$ cat src/sv/dtr_pkg.sv
`timescale 1ns / 1ps
// Package for the divider timer with reload: command codes, reset values,
// the state record and the divider-bit and counter-increment helpers. No dependencies.
package dtr_pkg;

	localparam logic [2:0] CMD_TICK       = 3'd0;
	localparam logic [2:0] CMD_DIV_RESET  = 3'd1;
	localparam logic [2:0] CMD_WR_COUNTER = 3'd2;
	localparam logic [2:0] CMD_WR_RELOAD  = 3'd3;
	localparam logic [2:0] CMD_WR_CONTROL = 3'd4;

	localparam logic [15:0] DIV_RESET  = 16'h0018;
	localparam logic [7:0]  CTRL_RESET = 8'hF8;
	localparam int          ENABLE_BIT = 2;

	typedef struct packed {
		logic [1:0]  prescaler;
		logic [15:0] divider;
		logic [7:0]  counter;
		logic [7:0]  reload;
		logic [7:0]  control;
		logic        ovf_pending;
		logic        reload_window;
	} state_t;

	// Divider bit picked by the rate select field
	function automatic logic div_bit(input logic [15:0] d, input logic [7:0] ctl);
		logic b;
		case (ctl[1:0])
			2'd0: b = d[9];
			2'd1: b = d[3];
			2'd2: b = d[5];
			default: b = d[7];
		endcase
		return b;
	endfunction

	function automatic state_t bump(input state_t s);
		state_t r;
		r = s;
		if (s.counter == 8'hFF)
			r.ovf_pending = 1'b1;
		else
			r.counter = s.counter + 8'd1;
		return r;
	endfunction

endpackage

$ cat src/sv/dtr_step.sv
`timescale 1ns / 1ps
// Next-state logic for one command beat of the divider timer.
// Depends on dtr_pkg.
module dtr_step import dtr_pkg::*; (
	input  state_t     cur,
	input  logic [2:0] command,
	input  logic [7:0] write_data,
	output state_t     nxt,
	output logic       pulse
);

	logic [15:0] div_inc;
	logic        en_old;
	logic        en_new;

	assign div_inc = cur.divider + 16'd1;
	assign en_old  = cur.control[ENABLE_BIT];
	assign en_new  = write_data[ENABLE_BIT];

	always_comb begin
		state_t s;
		s = cur;
		pulse = 1'b0;
		case (command)
			CMD_TICK: begin
				if (cur.prescaler != 2'd3) begin
					s.prescaler = cur.prescaler + 2'd1;
				end else begin
					s.prescaler = 2'd0;
					s.divider = div_inc;
					if (cur.ovf_pending) begin
						s.ovf_pending = 1'b0;
						s.reload_window = 1'b1;
						s.counter = cur.reload;
						pulse = 1'b1;
					end else if (cur.reload_window) begin
						s.reload_window = 1'b0;
					end
					if (en_old && div_bit(cur.divider, cur.control) &&
					    !div_bit(div_inc, cur.control))
						s = bump(s);
				end
			end
			CMD_DIV_RESET: begin
				s.divider = 16'd0;
				if (en_old && div_bit(cur.divider, cur.control))
					s = bump(s);
			end
			CMD_WR_COUNTER: begin
				if (cur.ovf_pending) begin
					s.ovf_pending = 1'b0;
					s.counter = write_data;
				end else if (!cur.reload_window) begin
					s.counter = write_data;
				end
			end
			CMD_WR_RELOAD: begin
				if (cur.reload_window)
					s.counter = write_data;
				s.reload = write_data;
			end
			CMD_WR_CONTROL: begin
				s.control = write_data;
				if (en_old) begin
					if (!en_new) begin
						if (div_bit(cur.divider, cur.control))
							s = bump(s);
					end else if (write_data[1:0] != cur.control[1:0]) begin
						if (div_bit(cur.divider, cur.control) &&
						    !div_bit(cur.divider, write_data))
							s = bump(s);
					end
				end
			end
			default: begin
			end
		endcase
		nxt = s;
	end

endmodule

$ cat src/sv/divider_timer_with_reload.sv
`timescale 1ns / 1ps
// Divider timer with delayed reload: top level with input, state and result registers.
// Depends on dtr_pkg and dtr_step.
//
// Usage:
//   Input channel (in_valid/in_ready) carries one command beat: tick, divider
//   reset, or a write of the counter, reload or control register (write_data).
//   Output channel (out_valid/out_ready) returns one beat per command with the
//   divider, counter, reload and control values after that command, plus
//   interrupt_pulse when a reload happened.
//   Pipeline: an accepted beat is registered at the input stage, and its result
//   is registered in the state/result registers when the output can take it.
//   Throughput: one beat per cycle while results are taken; the state update for a beat is a single
//   pass of logic between the input register and the state/result registers.
//   Reset: divider 0x0018, control 0xF8, all else zero, both channels empty.
//   Stall: while a result waits on out_ready, one more beat is held at the
//   input stage; in_ready then drops until the result is taken.
module divider_timer_with_reload import dtr_pkg::*; (
	input  logic        clk,
	input  logic        arst_n,
	input  logic        in_valid,
	output logic        in_ready,
	input  logic [2:0]  command,
	input  logic [7:0]  write_data,
	output logic        out_valid,
	input  logic        out_ready,
	output logic [15:0] divider_value,
	output logic [7:0]  counter_value,
	output logic [7:0]  reload_value,
	output logic [7:0]  control_value,
	output logic        interrupt_pulse
);

	logic       valid_s1;
	logic [2:0] command_s1;
	logic [7:0] data_s1;
	logic       advance;
	state_t     st_q;
	state_t     st_nxt;
	logic       pulse_nxt;
	logic       out_valid_q;

	assign advance  = valid_s1 && (!out_valid_q || out_ready);
	assign in_ready = !valid_s1 || advance;

	always_ff @(posedge clk or negedge arst_n) begin
		if (!arst_n) begin
			valid_s1 <= 1'b0;
		end else if (in_ready) begin
			valid_s1 <= in_valid;
		end
	end

	always_ff @(posedge clk) begin
		if (in_ready && in_valid) begin
			command_s1 <= command;
			data_s1    <= write_data;
		end
	end

	dtr_step u_step (
		.cur        (st_q),
		.command    (command_s1),
		.write_data (data_s1),
		.nxt        (st_nxt),
		.pulse      (pulse_nxt)
	);

	always_ff @(posedge clk or negedge arst_n) begin
		if (!arst_n) begin
			st_q.prescaler     <= 2'd0;
			st_q.divider       <= DIV_RESET;
			st_q.counter       <= 8'd0;
			st_q.reload        <= 8'd0;
			st_q.control       <= CTRL_RESET;
			st_q.ovf_pending   <= 1'b0;
			st_q.reload_window <= 1'b0;
			out_valid_q        <= 1'b0;
		end else begin
			if (advance) begin
				st_q        <= st_nxt;
				out_valid_q <= 1'b1;
			end else if (out_ready) begin
				out_valid_q <= 1'b0;
			end
		end
	end

	always_ff @(posedge clk) begin
		if (advance) begin
			divider_value   <= st_nxt.divider;
			counter_value   <= st_nxt.counter;
			reload_value    <= st_nxt.reload;
			control_value   <= st_nxt.control;
			interrupt_pulse <= pulse_nxt;
		end
	end

	assign out_valid = out_valid_q;

`ifndef ASSERT_OFF
	a_pulse_opens_window: assert property (@(posedge clk) disable iff (!arst_n)
		advance && pulse_nxt |=> st_q.reload_window)
		else $error("reload did not open the reload window");

	a_state_holds: assert property (@(posedge clk) disable iff (!arst_n)
		!advance |=> $stable(st_q))
		else $error("timer state changed without a beat");

	a_result_follows: assert property (@(posedge clk) disable iff (!arst_n)
		advance |=> out_valid)
		else $error("processed beat produced no result");
`endif

endmodule
$ cat config.mk
export PLATFORM = sky130hd
export DESIGN_NAME = divider_timer_with_reload
export DESIGN_NICKNAME = d
export VERILOG_FILES = /design/src/sv/dtr_pkg.sv /design/src/sv/dtr_step.sv /design/src/sv/divider_timer_with_reload.sv
export SDC_FILE = /design/constraint.sdc
export NUM_CORES = 1
export LEC_CHECK = 0
export BUFFER_PORTS_ARGS = -buffer_cell sky130_fd_sc_hd__buf_2
export CAP_MARGIN = 15
export CORE_MARGIN = 2
export CORE_UTILIZATION = 53
export CTS_CLUSTER_DIAMETER = 40
export DETAILED_ROUTE_END_ITERATION = 8
export PLACE_DENSITY = 0.76
export SLEW_MARGIN = 30
export SYNTH_ARGS = -nofsm -noshare
export SYNTH_HDL_FRONTEND = slang
export SYNTH_SLANG_ARGS = --single-unit
export TNS_END_PERCENT = 30
$ cat constraint.sdc
create_clock -name clk -period 2.8 [get_ports clk]
set_input_delay 0.14 -clock clk [delete_from_list [all_inputs] [get_ports clk]]
set_output_delay 0.14 -clock clk [all_outputs]
set_load 0.03 [all_outputs]
# Word-level counts from Yosys, hierarchy flattened
# Index checks and enable logic that the tools add are counted.
# word_totals
reg_bits	98
inputBits	15
word_cells	112
# classes
add_sub_neg	4
eq_ne	18
n_mux	49
bitwise_logic	4
n_reduce_logical	21
# ops
cell	count
$mux 26	7
$mux 8	8
$pmux 18 s3	1
$mux 42	1
$pmux 8 s5	1
$pmux 8 s4	1
$pmux 8 s3	1
$mux 1	23
$add 16x1->16 const B	1
$add 8x1->8 const B	2
$eq 8x8->1 const B	2
$pmux 1 s3	4
$ne 3x2->1 const B	3
$reduce_and 8->1	1
$eq 3x2->1 const B	2
$logic_and 1x1->1	6
$ne 2x2->1 const B	3
$reduce_and 5->1	1
$eq 2x1->1 const B	2
$eq 2x2->1 const B	2
$logic_not 1->1	4
$logic_not 2->1	2
$not 1->1	4
$pmux 1 s4	1
12 further kinds	13

# Depth between registers and ports, before layout
# Gate-level depths: netlist of the first run.
# logic_depth
depth_word	13
ltp_mapped	10

# By module
# From an unflattened synthesis of the first run, not the netlist that was laid out.
# unflattened
hier_cells	433
hier_area_um2	5397.7
# by_module_without_submodules
module	instances	cells_each	area_per_inst_um2	seq_area_each_um2
divider_timer_with_reload	1	153	3463.3	2721.4
dtr_step	1	280	1934.4	0.0

# Least setup slack after synthesis of the first run
# Ideal clock, no wire load.
# synth_path
path_type	flip-flop to flip-flop
from	register out_valid_q (netlist: out_valid)
to	register control_value[0] (enable)
setup_ns	0.421
arrival_time_ns	2.609
required_ns	2.379
slack_ns	-0.231
path_stages_with_launch	6
n_path_buf	2
cell_sequence	dfrtp_1 nand2b_1 nand2_1 inv_2 clkbuf_1 clkbuf_1
# synth_via
elab_chain_len	3
# synth_rtl
item	line_no	rtl
start, declared	divider_timer_with_reload.sv:41	logic out_valid_q;
start signal, assigned	divider_timer_with_reload.sv:78	out_valid_q <= 1'b0;
start signal, assigned	divider_timer_with_reload.sv:82	out_valid_q <= 1'b1;
start signal, assigned	divider_timer_with_reload.sv:84	out_valid_q <= 1'b0;
$logic_not 1->1	divider_timer_with_reload.sv:43	assign advance = valid_s1 && (!out_valid_q || out_ready);
$logic_or 1x1->1	divider_timer_with_reload.sv:43	
$logic_and 1x1->1	divider_timer_with_reload.sv:43	
via advance	divider_timer_with_reload.sv:37	logic advance;
end signal, assigned	divider_timer_with_reload.sv:94	control_value <= st_nxt.control;
end, declared	divider_timer_with_reload.sv:30	output logic [7:0] control_value,
# The timed path passes the listed nets, and every way through them passes these cells.
# A chain may end at the register's enable or synchronous reset.

==> results of run 1 <==
-- cells in the mapped netlist (3+ instances only) --
| cell type | n |
|---|---|
| nand2_1 | 99 |
| edfxtp_1 | 52 |
| nor2_1 | 50 |
| dfrtp_1 | 39 |
| mux2_2 | 25 |
| nand3_1 | 24 |
| o21ai_0 | 24 |
| clkbuf_1 | 23 |
| mux2i_1 | 18 |
| a21oi_1 | 17 |
| nor3_1 | 10 |
| a31oi_1 | 9 |
| buf_2 | 7 |
| dfstp_2 | 7 |
| inv_1 | 7 |
| nand4_1 | 7 |
| o31ai_1 | 7 |
| nand2b_1 | 6 |
| a21o_1 | 5 |
| and2_1 | 5 |
| and3_1 | 5 |
| xnor2_1 | 5 |
| ha_1 | 4 |
| nand3b_1 | 4 |
| o211ai_1 | 4 |
| a311oi_1 | 3 |
| buf_6 | 3 |
| nor2b_1 | 3 |
| o21a_1 | 3 |
| o221a_2 | 3 |
| or3_1 | 3 |
| or4_1 | 3 |
-- stage by stage --
step	power (mW)	TNS, ps
after floorplan	2.82	0
after global placement	3.23	0
after detailed placement	3.25	0
after CTS	4.21	0
after global routing	4.45	-54.9
final	4.23	0
-- worst min-delay path, delay by kind of cell --
kind	cells	cell delay, ps
buffers and inverters	1	80
and+or+nand+nor	2	170
-- power groups by stage --
stage          Sequential (mW)  Combinational, mW  Clock, mW
2_1_floorplan             2.13              0.691          0
3_3_place_gp              2.05               1.17          0
3_5_place_dp              2.06               1.19          0
4_1_cts                   2.04               1.21      0.969
5_1_grt                   2.07               1.35       1.03
6_report                  2.05               1.22      0.963
-- state kept, by name (all words and copies together) (netlist names) --
register / flops
st_q: 44
divider_value: 16
control_value: 8
counter_value: 8
data_s1: 8
reload_value: 8
command_s1: 3
interrupt_pulse: 1
out_valid: 1
valid_s1: 1
-- cells by family (layout without fill, tap and decap cells) --
family	count (synthesis)	after routing	synth area share [%]
AOI/OAI and AO/OA	100	100	13.0
xor gates and xnor gates	6	6	0.999
adders and majority gates	4	4	0.951
buffers and inverters	43	128	3.73
DFF	98	98	51.7
muxes	44	44	9.20
and+or+nand+nor	233	233	20.4
-- cell type report --
type	count	area share, %
Clock inverter	7	1.26
Clock buffer	9	2.01
Sequential cell	98	44.2
Tap cell	133	2.70
Multi-Input combinational cell	387	38.2
Inverter	8	0.488
Timing Repair Buffer	104	11.1
-- path summary, 6_finish.rpt --
kind	cells past startpoint	from	to	slack, ps
min in group asynchronous	2	arst_n	st_q[20]	330
max in group asynchronous	3	arst_n	st_q[30]	1650
min	3	out_ready	out_valid	50
max	8	st_q[19]	counter_value[5]	90
min reg2reg	2	st_q[8]	st_q[8]	470
max reg2reg	8	st_q[19]	counter_value[5]	90
-- metal layers --
layer | vias up | track usage (%) | part of all wire (%)
met5 | - | 0 | 0
met4 | 0 | 8.78 | 2.4
met3 | 33 | 5.16 | 7.6
met2 | 223 | 41.0 | 45
met1 | 2178 | 41.1 | 45
li1 | 2072 | - | -
-- what timing repair did --
action | in CTS | in global routing
hold buffers | 13 | 0
buffers inserted | 0 | 2
setup endpoints to repair | 0 | 6
hold endpoints to repair | 32 | 0
gates resized for setup | 0 | 2
==> out/qor.yml, run 1 <==
cts_made_buffers: 9
dpl_cell_area_um2: 5800
port_buffers: 57
nFillCells: 806
timing.final.crit_share_pct: 96.6
crit_slowest_cell: "dfrtp_1"
dieArea_um2: 10700
drive_gt1_share_pct: 25.1
wl_mm: 14.3
final_nets: 627
cp.required_ps: 2940
hold_viol_final: 0
cts_tree: "done"
p_sw_share_pct: 36.5
grt_usage_pct: 27.6
path_class: "reg -> reg"
clock_latency_ps: 370
yosysSeqAreaShare_pct: 51.7
dpl_worst_slack_ps: 30.2
dp_hpwl_mm: 10.1
ios: 58
fmax_mhz: 370
clockBufferDepth: 2
grt_pass1_wl_mm: 23.3
syn-num-nets: 547
finalCriticalPeriod_ps: 2710
antenna_cells: 0
cts_root_buffer: "clkbuf_8"
row_count: 36
grt_pass1_vias: 4287
power_density_nw_per_um2: 688
ys_seq_elements: 98
path_buf_inv: 0
ir_worst_vdd_mv: 0.520
synth_top_area_cell: "edfxtp_1"
grt_max_degree: 36
avgViaCountPerCell: 6.04
synthArstFlopShare_pct: 46.9
max_slew_margin_pct: 55.6
fin_worst_skew_ps: 7.92
p_comb_share_pct: 28.9
multi_input_area_um2: 2350
yosysTopAreaCellShare_pct: 29.7
synth_ff_type: "edfxtp_1"
setup_ws_ps: 93.9
cts_sinks: 98
layout_common_cells: "nand2_1, buf_2, edfxtp_1, nor2_1, dfrtp_1"
final_core_utilization_pct: 63.6
critPathMaxStageDelay_ps: 450
drtPass1Iterations: 5
start_util_pct: 54.3
setup-violations-final: 0
cts.reportedPaths.clkPinSlew_ps: 100
arrival_ps: 2840
drtAntennaViolNets: 0
design_area_um2: 6160
p_seq_share_pct: 48.3
syn_inst: 528
crit_chain: "ha_1 > and3_1 > nand3_1 > a21oi_1 > or4_4 > a2111o_1 > a31oi_1 > nor2_1"
p_int_mw: 2.69
final_common_cell: "nand2_1"
startpoint_type: "register"
pwr-share-clk_pct: 22.7
drv_slew: 0
synth_edf_count: 52
area_growth_pct: 17.1
drc: 0
routedWlPerCell_um: 19.2
place.gp.congestion: 0.954
overflow: 0
leakage_nw: 2.58
placed_cells: 715
tightest_slew_ps: 664
coreArea_um2: 9680
htreeDepth: 3
hold_class: "in -> reg"
fp.dieW_um: 104
path_max_fanout: 5
postSynthAreaPerCell_um2: 9.96
status: "finished clean"
timing.hold.ws_ps: 48.0
seq_area_um2: 2720
num_vias: 4506
drt_iter0_drc: 361
antenna_found_initial: 0
synthTopCellsByArea: "edfxtp_1, dfrtp_1, nand2_1"
cp_top_family: "simple AND/OR/NAND/NOR gates"
synth_cell_types: 66
p_switching_mw: 1.55
maxCapViolations: 0
fin_cells: 746
cp-end-kind: "register"
syn_area_um2: 5260
yosys_warnings: 0
dieHeight_um: 104
(Power assumes the default switching activity.)
==> run 2: changes to the inputs <==
--- a/config.mk
+++ b/config.mk
@@ -8,10 +8,10 @@
 export BUFFER_PORTS_ARGS = -buffer_cell sky130_fd_sc_hd__buf_2
 export CAP_MARGIN = 15
 export CORE_MARGIN = 2
-export CORE_UTILIZATION = 53
+export CORE_UTILIZATION = 60
 export CTS_CLUSTER_DIAMETER = 40
 export DETAILED_ROUTE_END_ITERATION = 8
-export PLACE_DENSITY = 0.76
+export PLACE_DENSITY = 0.81
 export SLEW_MARGIN = 30
 export SYNTH_ARGS = -nofsm -noshare
 export SYNTH_HDL_FRONTEND = slang
==> constraint.sdc (replaced) <==
create_clock -name clk -period 3.3 [get_ports clk]
set_input_delay 0.165 -clock clk [delete_from_list [all_inputs] [get_ports clk]]
set_output_delay 0.165 -clock clk [all_outputs]
set_load 0.03 [all_outputs]
==> run 2 against run 1 <==
Non-clock buffer count is 18 lower. Via count is 3.5% lower. Maximum frequency is 7.0% lower. Final area is 2.5% lower. Register-to-register slack better by 300 ps. Final cell count is 5.8% lower. Routed wire length is 5.5% lower. Core utilization is 6.3 points higher. Setup slack better by 300 ps. Critical endpoint is now counter_value[4].
==> out/qor.yml, run 2 (synthesis gave the netlist of run 1 again) <==
cts_tree: "done"
leakage_nw: 2.51  # -2.5%
avgViaCountPerCell: 6.19  # +2.4%
port_buffers: 57  # unchanged
largest_register_ffs: 44  # unchanged
startpoint_type: "register"
cts_root_buffer: "clkbuf_8"
num_vias: 4350  # -3.5%
status: "finished clean"
grt_pass1_vias: 4212  # -1.7%
coreArea_um2: 8590  # -11%
drive_gt1_share_pct: 22.5  # -2.6 points
setup-violations-final: 0  # unchanged
dieHeight_um: 97.6  # -5.8%
drc: 0  # unchanged
layout_common_cells: "nand2_1, buf_2, edfxtp_1, nor2_1, dfrtp_1"
regMostFlops: "st_q"
cts_resized: 0  # unchanged
drt_iter0_drc: 431  # +19%
hold_viol_final: 0  # unchanged
row_count: 34  # -5.6%
grt_max_degree: 47  # +31%
ir_worst_vdd_mv: 0.433  # -17%
place.gp.congestion: 0.960  # +0.65%
drtPass1Iterations: 5  # unchanged
antenna_cells: 0  # unchanged
grt_pass1_wl_mm: 22.0  # -5.8%
cp.required_ps: 3420  # +480 ps
cts.reportedPaths.clkPinSlew_ps: 100  # about the same
placed_cells: 675  # -5.6%
drv_slew: 0  # unchanged
fin_worst_skew_ps: 11.0  # +3.08 ps
dieArea_um2: 9530  # -11%
cp-end-kind: "register"
hold_class: "in -> reg"
htreeDepth: 3  # unchanged
wl_mm: 13.5  # -5.5%
path_max_fanout: 11  # +6
start_util_pct: 61.2  # +6.9 points
overflow: 0  # unchanged
final_nets: 609  # -2.9%
rsz0062_at_grt: "false"
arrival_ps: 3030  # +190 ps
grt_usage_pct: 29.4  # +1.8 points
fp.dieW_um: 97.6  # -5.8%
maxCapViolations: 0  # unchanged
path_class: "reg -> reg"
tightest_slew_ps: 878  # +214 ps
cts_sinks: 98  # unchanged
antenna_found_initial: 0  # unchanged
routedWlPerCell_um: 19.3  # +0.25%
dp_hpwl_mm: 9.26  # -8.3%
cts_made_buffers: 9  # unchanged
clockBufferDepth: 2  # unchanged
power_density_nw_per_um2: 611  # -11%
final_common_cell: "nand2_1"
fin_cells: 703  # -5.8%
max_slew_margin_pct: 41.5  # -14 points
timing.final.crit_share_pct: 88.2  # -8.5 points
clock_latency_ps: 360  # about the same
finalCriticalPeriod_ps: 2910  # +204 ps
setup_tns_ps: 0  # unchanged
area_growth_pct: 14.1
fmax_mhz: 344  # -7.0%
drtAntennaViolNets: 0  # unchanged
reg_top3: "st_q x44, divider_value x16"
ios: 58  # unchanged
[run 2: changes by cell type in the layout (fill, tap and decap cells not counted), sizes merged]
cell | before | now
dlygate4sd3 | 13 | 12
buf | 91 | 74
clkinv | 2 | 1
clkbuf | 9 | 10
bufinv | 1 | 3
clkinvlp | 2 | 0
[run 2: where the power goes]
group | switching [mW] | total, mW | internal [mW] | leakage [nW]
registers | 0.180 | 1.72 | 1.54 | 1.08
clock network | 0.431 | 0.940 | 0.509 | 0.121
logic | 0.644 | 1.01 | 0.367 | 1.31
total | 1.26 | 3.67 | 2.41 | 2.51
[run 2: final cells by class]
type | count | area (um2)
multi-input cells | 387 | 2340
repair buffers | 86 | 536
clock buffers | 10 | 128
flip-flops and latches | 98 | 2720
well taps | 108 | 135
inverters | 8 | 30.0
clock inverters | 6 | 113
fillers | 664 | 2590
[run 2: timing repair]
item                      4_1_cts  5_1_grt
hold endpoints to repair       50        0
hold buffers                   12        0
buffers inserted                0        0
[run 2: critical path, cell delays in order (launching register included)]
cell,delay [ps]
dfstp_2,630
nand4_1,220
nor3_1,290
xnor2_1,180
o221ai_1,400
or4_1,620
a32oi_1,260
nor2_1,60
[run 2: metrics by stage]
stage	hold slack, ps	setup WS (ps)	power, mW	instance area, um2	utilization (%)
2_1_floorplan	-131	269	2.40	5260	-
3_3_place_gp	341	501	2.70	5640	65.7
3_5_place_dp	219	434	2.72	5650	65.7
4_1_cts	5.53	420	3.66	6010	69.9
5_1_grt	23.7	155	3.84	6010	69.9
6_report	31.6	390	3.67	6010	69.9
[run 2: path summary, 6_finish.rpt]
check                          from               end  slack (ps)  cells after the start
min in group asynchronous    arst_n          st_q[41]         370                      2
max in group asynchronous    arst_n           st_q[2]        2510                      2
max                        st_q[29]  counter_value[4]         390                      7
max reg2reg                st_q[29]  counter_value[4]         390                      7
min                        in_valid          valid_s1          30                      2
min reg2reg                 st_q[6]           st_q[6]         460                      2
[run 2: metal layers]
layer | global-route usage, % | up-vias | part of all wire [%]
met5 | 0 | - | 0
met4 | 10.3 | 0 | 2.5
met3 | 5.54 | 31 | 7.9
met2 | 42.8 | 204 | 44
met1 | 44.3 | 2077 | 46
li1 | - | 2038 | -
==> run 3: changes to the inputs <==
--- a/config.mk
+++ b/config.mk
@@ -5,6 +5,7 @@
 export SDC_FILE = /design/constraint.sdc
 export NUM_CORES = 1
 export LEC_CHECK = 0
+export ABC_AREA = 1
 export BUFFER_PORTS_ARGS = -buffer_cell sky130_fd_sc_hd__buf_2
 export CAP_MARGIN = 15
 export CORE_MARGIN = 2
==> run 3 against run 2 <==
Core utilization shrank 1.7 points. Sequential power grew 16%. Worst hold slack gained 2.1 ps. Die area grew 5.0%. Via count grew 9.8%. Count of clock-buffer cells in the layout grew 2. Sequential cell count is the same. Highest routed layer unchanged.
==> out/qor.yml, run 3 <==
fp.dieW_um: 100  # +2.5%
maxCapViolations: 0  # unchanged
fin_worst_skew_ps: 12.9  # +1.93 ps
synthArstFlopShare_pct: 46.9  # unchanged
routedWlPerCell_um: 16.0  # -17%
final_nets: 743  # +22%
setup.worst_path.end: "counter_value[6]"
yosys_warnings: 0  # unchanged
hold_class: "in -> reg"
tightest_slew_ps: 651  # -227 ps
seq_area_um2: 2720  # unchanged
timing.final.crit_share_pct: 71.8  # -16 points
ios: 58  # unchanged
syn_inst: 658  # +25%
cts.reportedPaths.clkPinSlew_ps: 90  # about the same
grt_pass1_vias: 4388  # +4.2%
drtAntennaViolNets: 0  # unchanged
cp.required_ps: 3420  # about the same
cts_sinks: 98  # unchanged
port_buffers: 57  # unchanged
syn-num-nets: 677  # +24%
synth.most_common_cell: "nand2_1"
postCtsHoldBufs: 12  # unchanged
place.gp.congestion: 0.960  # about the same
cts_tree: "done"
multi_input_area_um2: 2420  # +3.1%
nFillCells: 744  # +12%
largest_register_ffs: 44  # unchanged
ys_top_cells_by_count: "nand2_1, inv_1, o21ai_0"
grt_usage_pct: 27.9  # -1.5 points
leakage_nw: 2.80  # +11%
start_util_pct: 60.8  # -0.44 points
design_area_um2: 6210  # +3.5%
overflow: 0  # unchanged
r2r_cells: 11  # +4
path_class: "reg -> reg"
row_count: 35  # +2.9%
num_vias: 4778  # +9.8%
layout_common_cells: "nand2_1, inv_1, o21ai_0, buf_2, edfxtp_1"
synth_edf_count: 52  # unchanged
path_max_fanout: 17  # +6
coreArea_um2: 9110  # +6.0%
antenna_cells: 0  # unchanged
regMostFlops: "st_q"
avgViaCountPerCell: 5.69  # -8.1%
dp_hpwl_mm: 9.68  # +4.5%
clockBufferDepth: 2  # unchanged
crit_start: "st_q[1]"
cts_resized: 0  # unchanged
dpl_cell_area_um2: 5910  # +4.6%
synthTopCellsByArea: "edfxtp_1, dfrtp_1, nand2_1"
wl_mm: 13.5  # -0.70%
area_growth_pct: 12.2
fmax_mhz: 422  # +23%
final_core_utilization_pct: 68.2  # -1.7 points
drive_gt1_share_pct: 20.3  # -2.2 points
ys_seq_elements: 98  # unchanged
drv_slew: 0  # unchanged
dieArea_um2: 10000  # +5.0%
reg_top3: "st_q x44, divider_value x16"
reg2reg_slack_ps: 930  # +540 ps
ir_worst_vdd_mv: 0.437  # +0.89%
synth_cell_types: 51  # -23%
max_slew_margin_pct: 56.6  # +15 points
finalCriticalPeriod_ps: 2370  # -540 ps
yosysTopAreaCellShare_pct: 28.2  # -1.5 points
grt_pass1_wl_mm: 21.6  # -1.7%
grt_max_degree: 89  # +89%
yosysSeqAreaShare_pct: 49.2  # -2.6 points
antenna_found_initial: 0  # unchanged
setup_tns_ps: 0  # unchanged
cts_setup_buffers: 0  # unchanged
hold_viol_final: 0  # unchanged
final_common_cell: "nand2_1"
syn_area_um2: 5540  # +5.2%
startpoint_type: "register"
cts_made_buffers: 9  # unchanged
arrival_ps: 2490  # -540 ps
r2r_end: "counter_value[6]"
cts_root_buffer: "clkbuf_8"
drtPass1Iterations: 5  # unchanged
postSynthAreaPerCell_um2: 8.41  # -16%
htreeDepth: 3  # unchanged
cp-end-kind: "register"
synth_top_area_cell: "edfxtp_1"
power_density_nw_per_um2: 704  # +15%
drc: 0  # unchanged
dpl_worst_slack_ps: 948  # +514 ps
synth_ff_type: "edfxtp_1"
status: "finished clean"
rsz0062_at_grt: "false"
drt_iter0_drc: 406  # -5.8%
clock_latency_ps: 360  # about the same
crit-reg2reg-launch: "st_q[1]"
setup_ws_ps: 930  # +540 ps
setup-violations-final: 0  # unchanged
dieHeight_um: 100  # +2.5%
[run 3: changes by cell type in the layout (fill, tap and decap cells not counted), sizes merged, moves of 8 or more]
cell	before	now
a31oi	9	0
nor2	50	42
mux2i	18	0
o21ai	25	78
inv	10	79
nand3	24	45
mux2	25	0
nand2	99	215
buf	74	60
[run 3: layout make-up]
cell class | count | share of cell area (%)
multi-input cells | 463 | 38.9
clock buffers | 12 | 2.17
inverters | 80 | 4.93
clock inverters | 4 | 0.846
repair buffers | 72 | 7.13
flip-flops and latches | 98 | 43.8
well taps | 111 | 2.23
[run 3: per-stage QoR]
step	cells	hold slack, ps	power [mW]
finish	840	33.7	4.38
global route	840	44.8	4.65
CTS	840	38.3	4.36
detailed placement	812	231	3.59
global placement	812	342	3.53
floorplan	658	-131	3.19
[run 3: critical path, stage by stage, from the launching register on]
cell and delay [ps]:
dfrtp_1 770, o21ai_1 240, inv_1 120, ha_1 150, inv_1 80, nor2_4 160
nand3_1 100, nor3_1 150, a21oi_1 80, nand2_1 60, nand3_1 70, and2_1 150
[run 3: worst min path at each step]
stage                            end     startpoint  depth (start not counted)  slack [ps]
final                       valid_s1       in_valid                          3          30
after CTS                   valid_s1       in_valid                          3          40
after detailed placement    st_q[14]         arst_n                          1         230
after floorplan            out_valid         arst_n                          0        -130
after global placement    data_s1[1]  write_data[1]                          1         340
after global routing        valid_s1       in_valid                          3          40
[run 3: per-layer routing]
metal	vias up	GRT usage (%)	routed length, um
met2	206	44.7	6260
met5	-	0	0
met1	2231	39.9	5920
met3	24	3.97	981
met4	0	8.32	289
li1	2317	-	-
[run 3: power breakdown]
group | switching (mW) | internal (mW)
clock network | 0.421 | 0.356
registers | 0.318 | 1.68
logic | 1.12 | 0.486
total | 1.85 | 2.52
[run 3: cells by family (layout without fill, tap and decap cells)]
kind of cell	count (synthesis)	in the layout	share of synthesized area [%]
AOI/OAI and AO/OA	122	122	13.1
xor gates and xnor gates	5	5	0.791
adders and majority gates	4	4	0.904
buffers and inverters	97	168	7.19
DFF	98	98	49.2
and+or+nand+nor	332	332	28.9
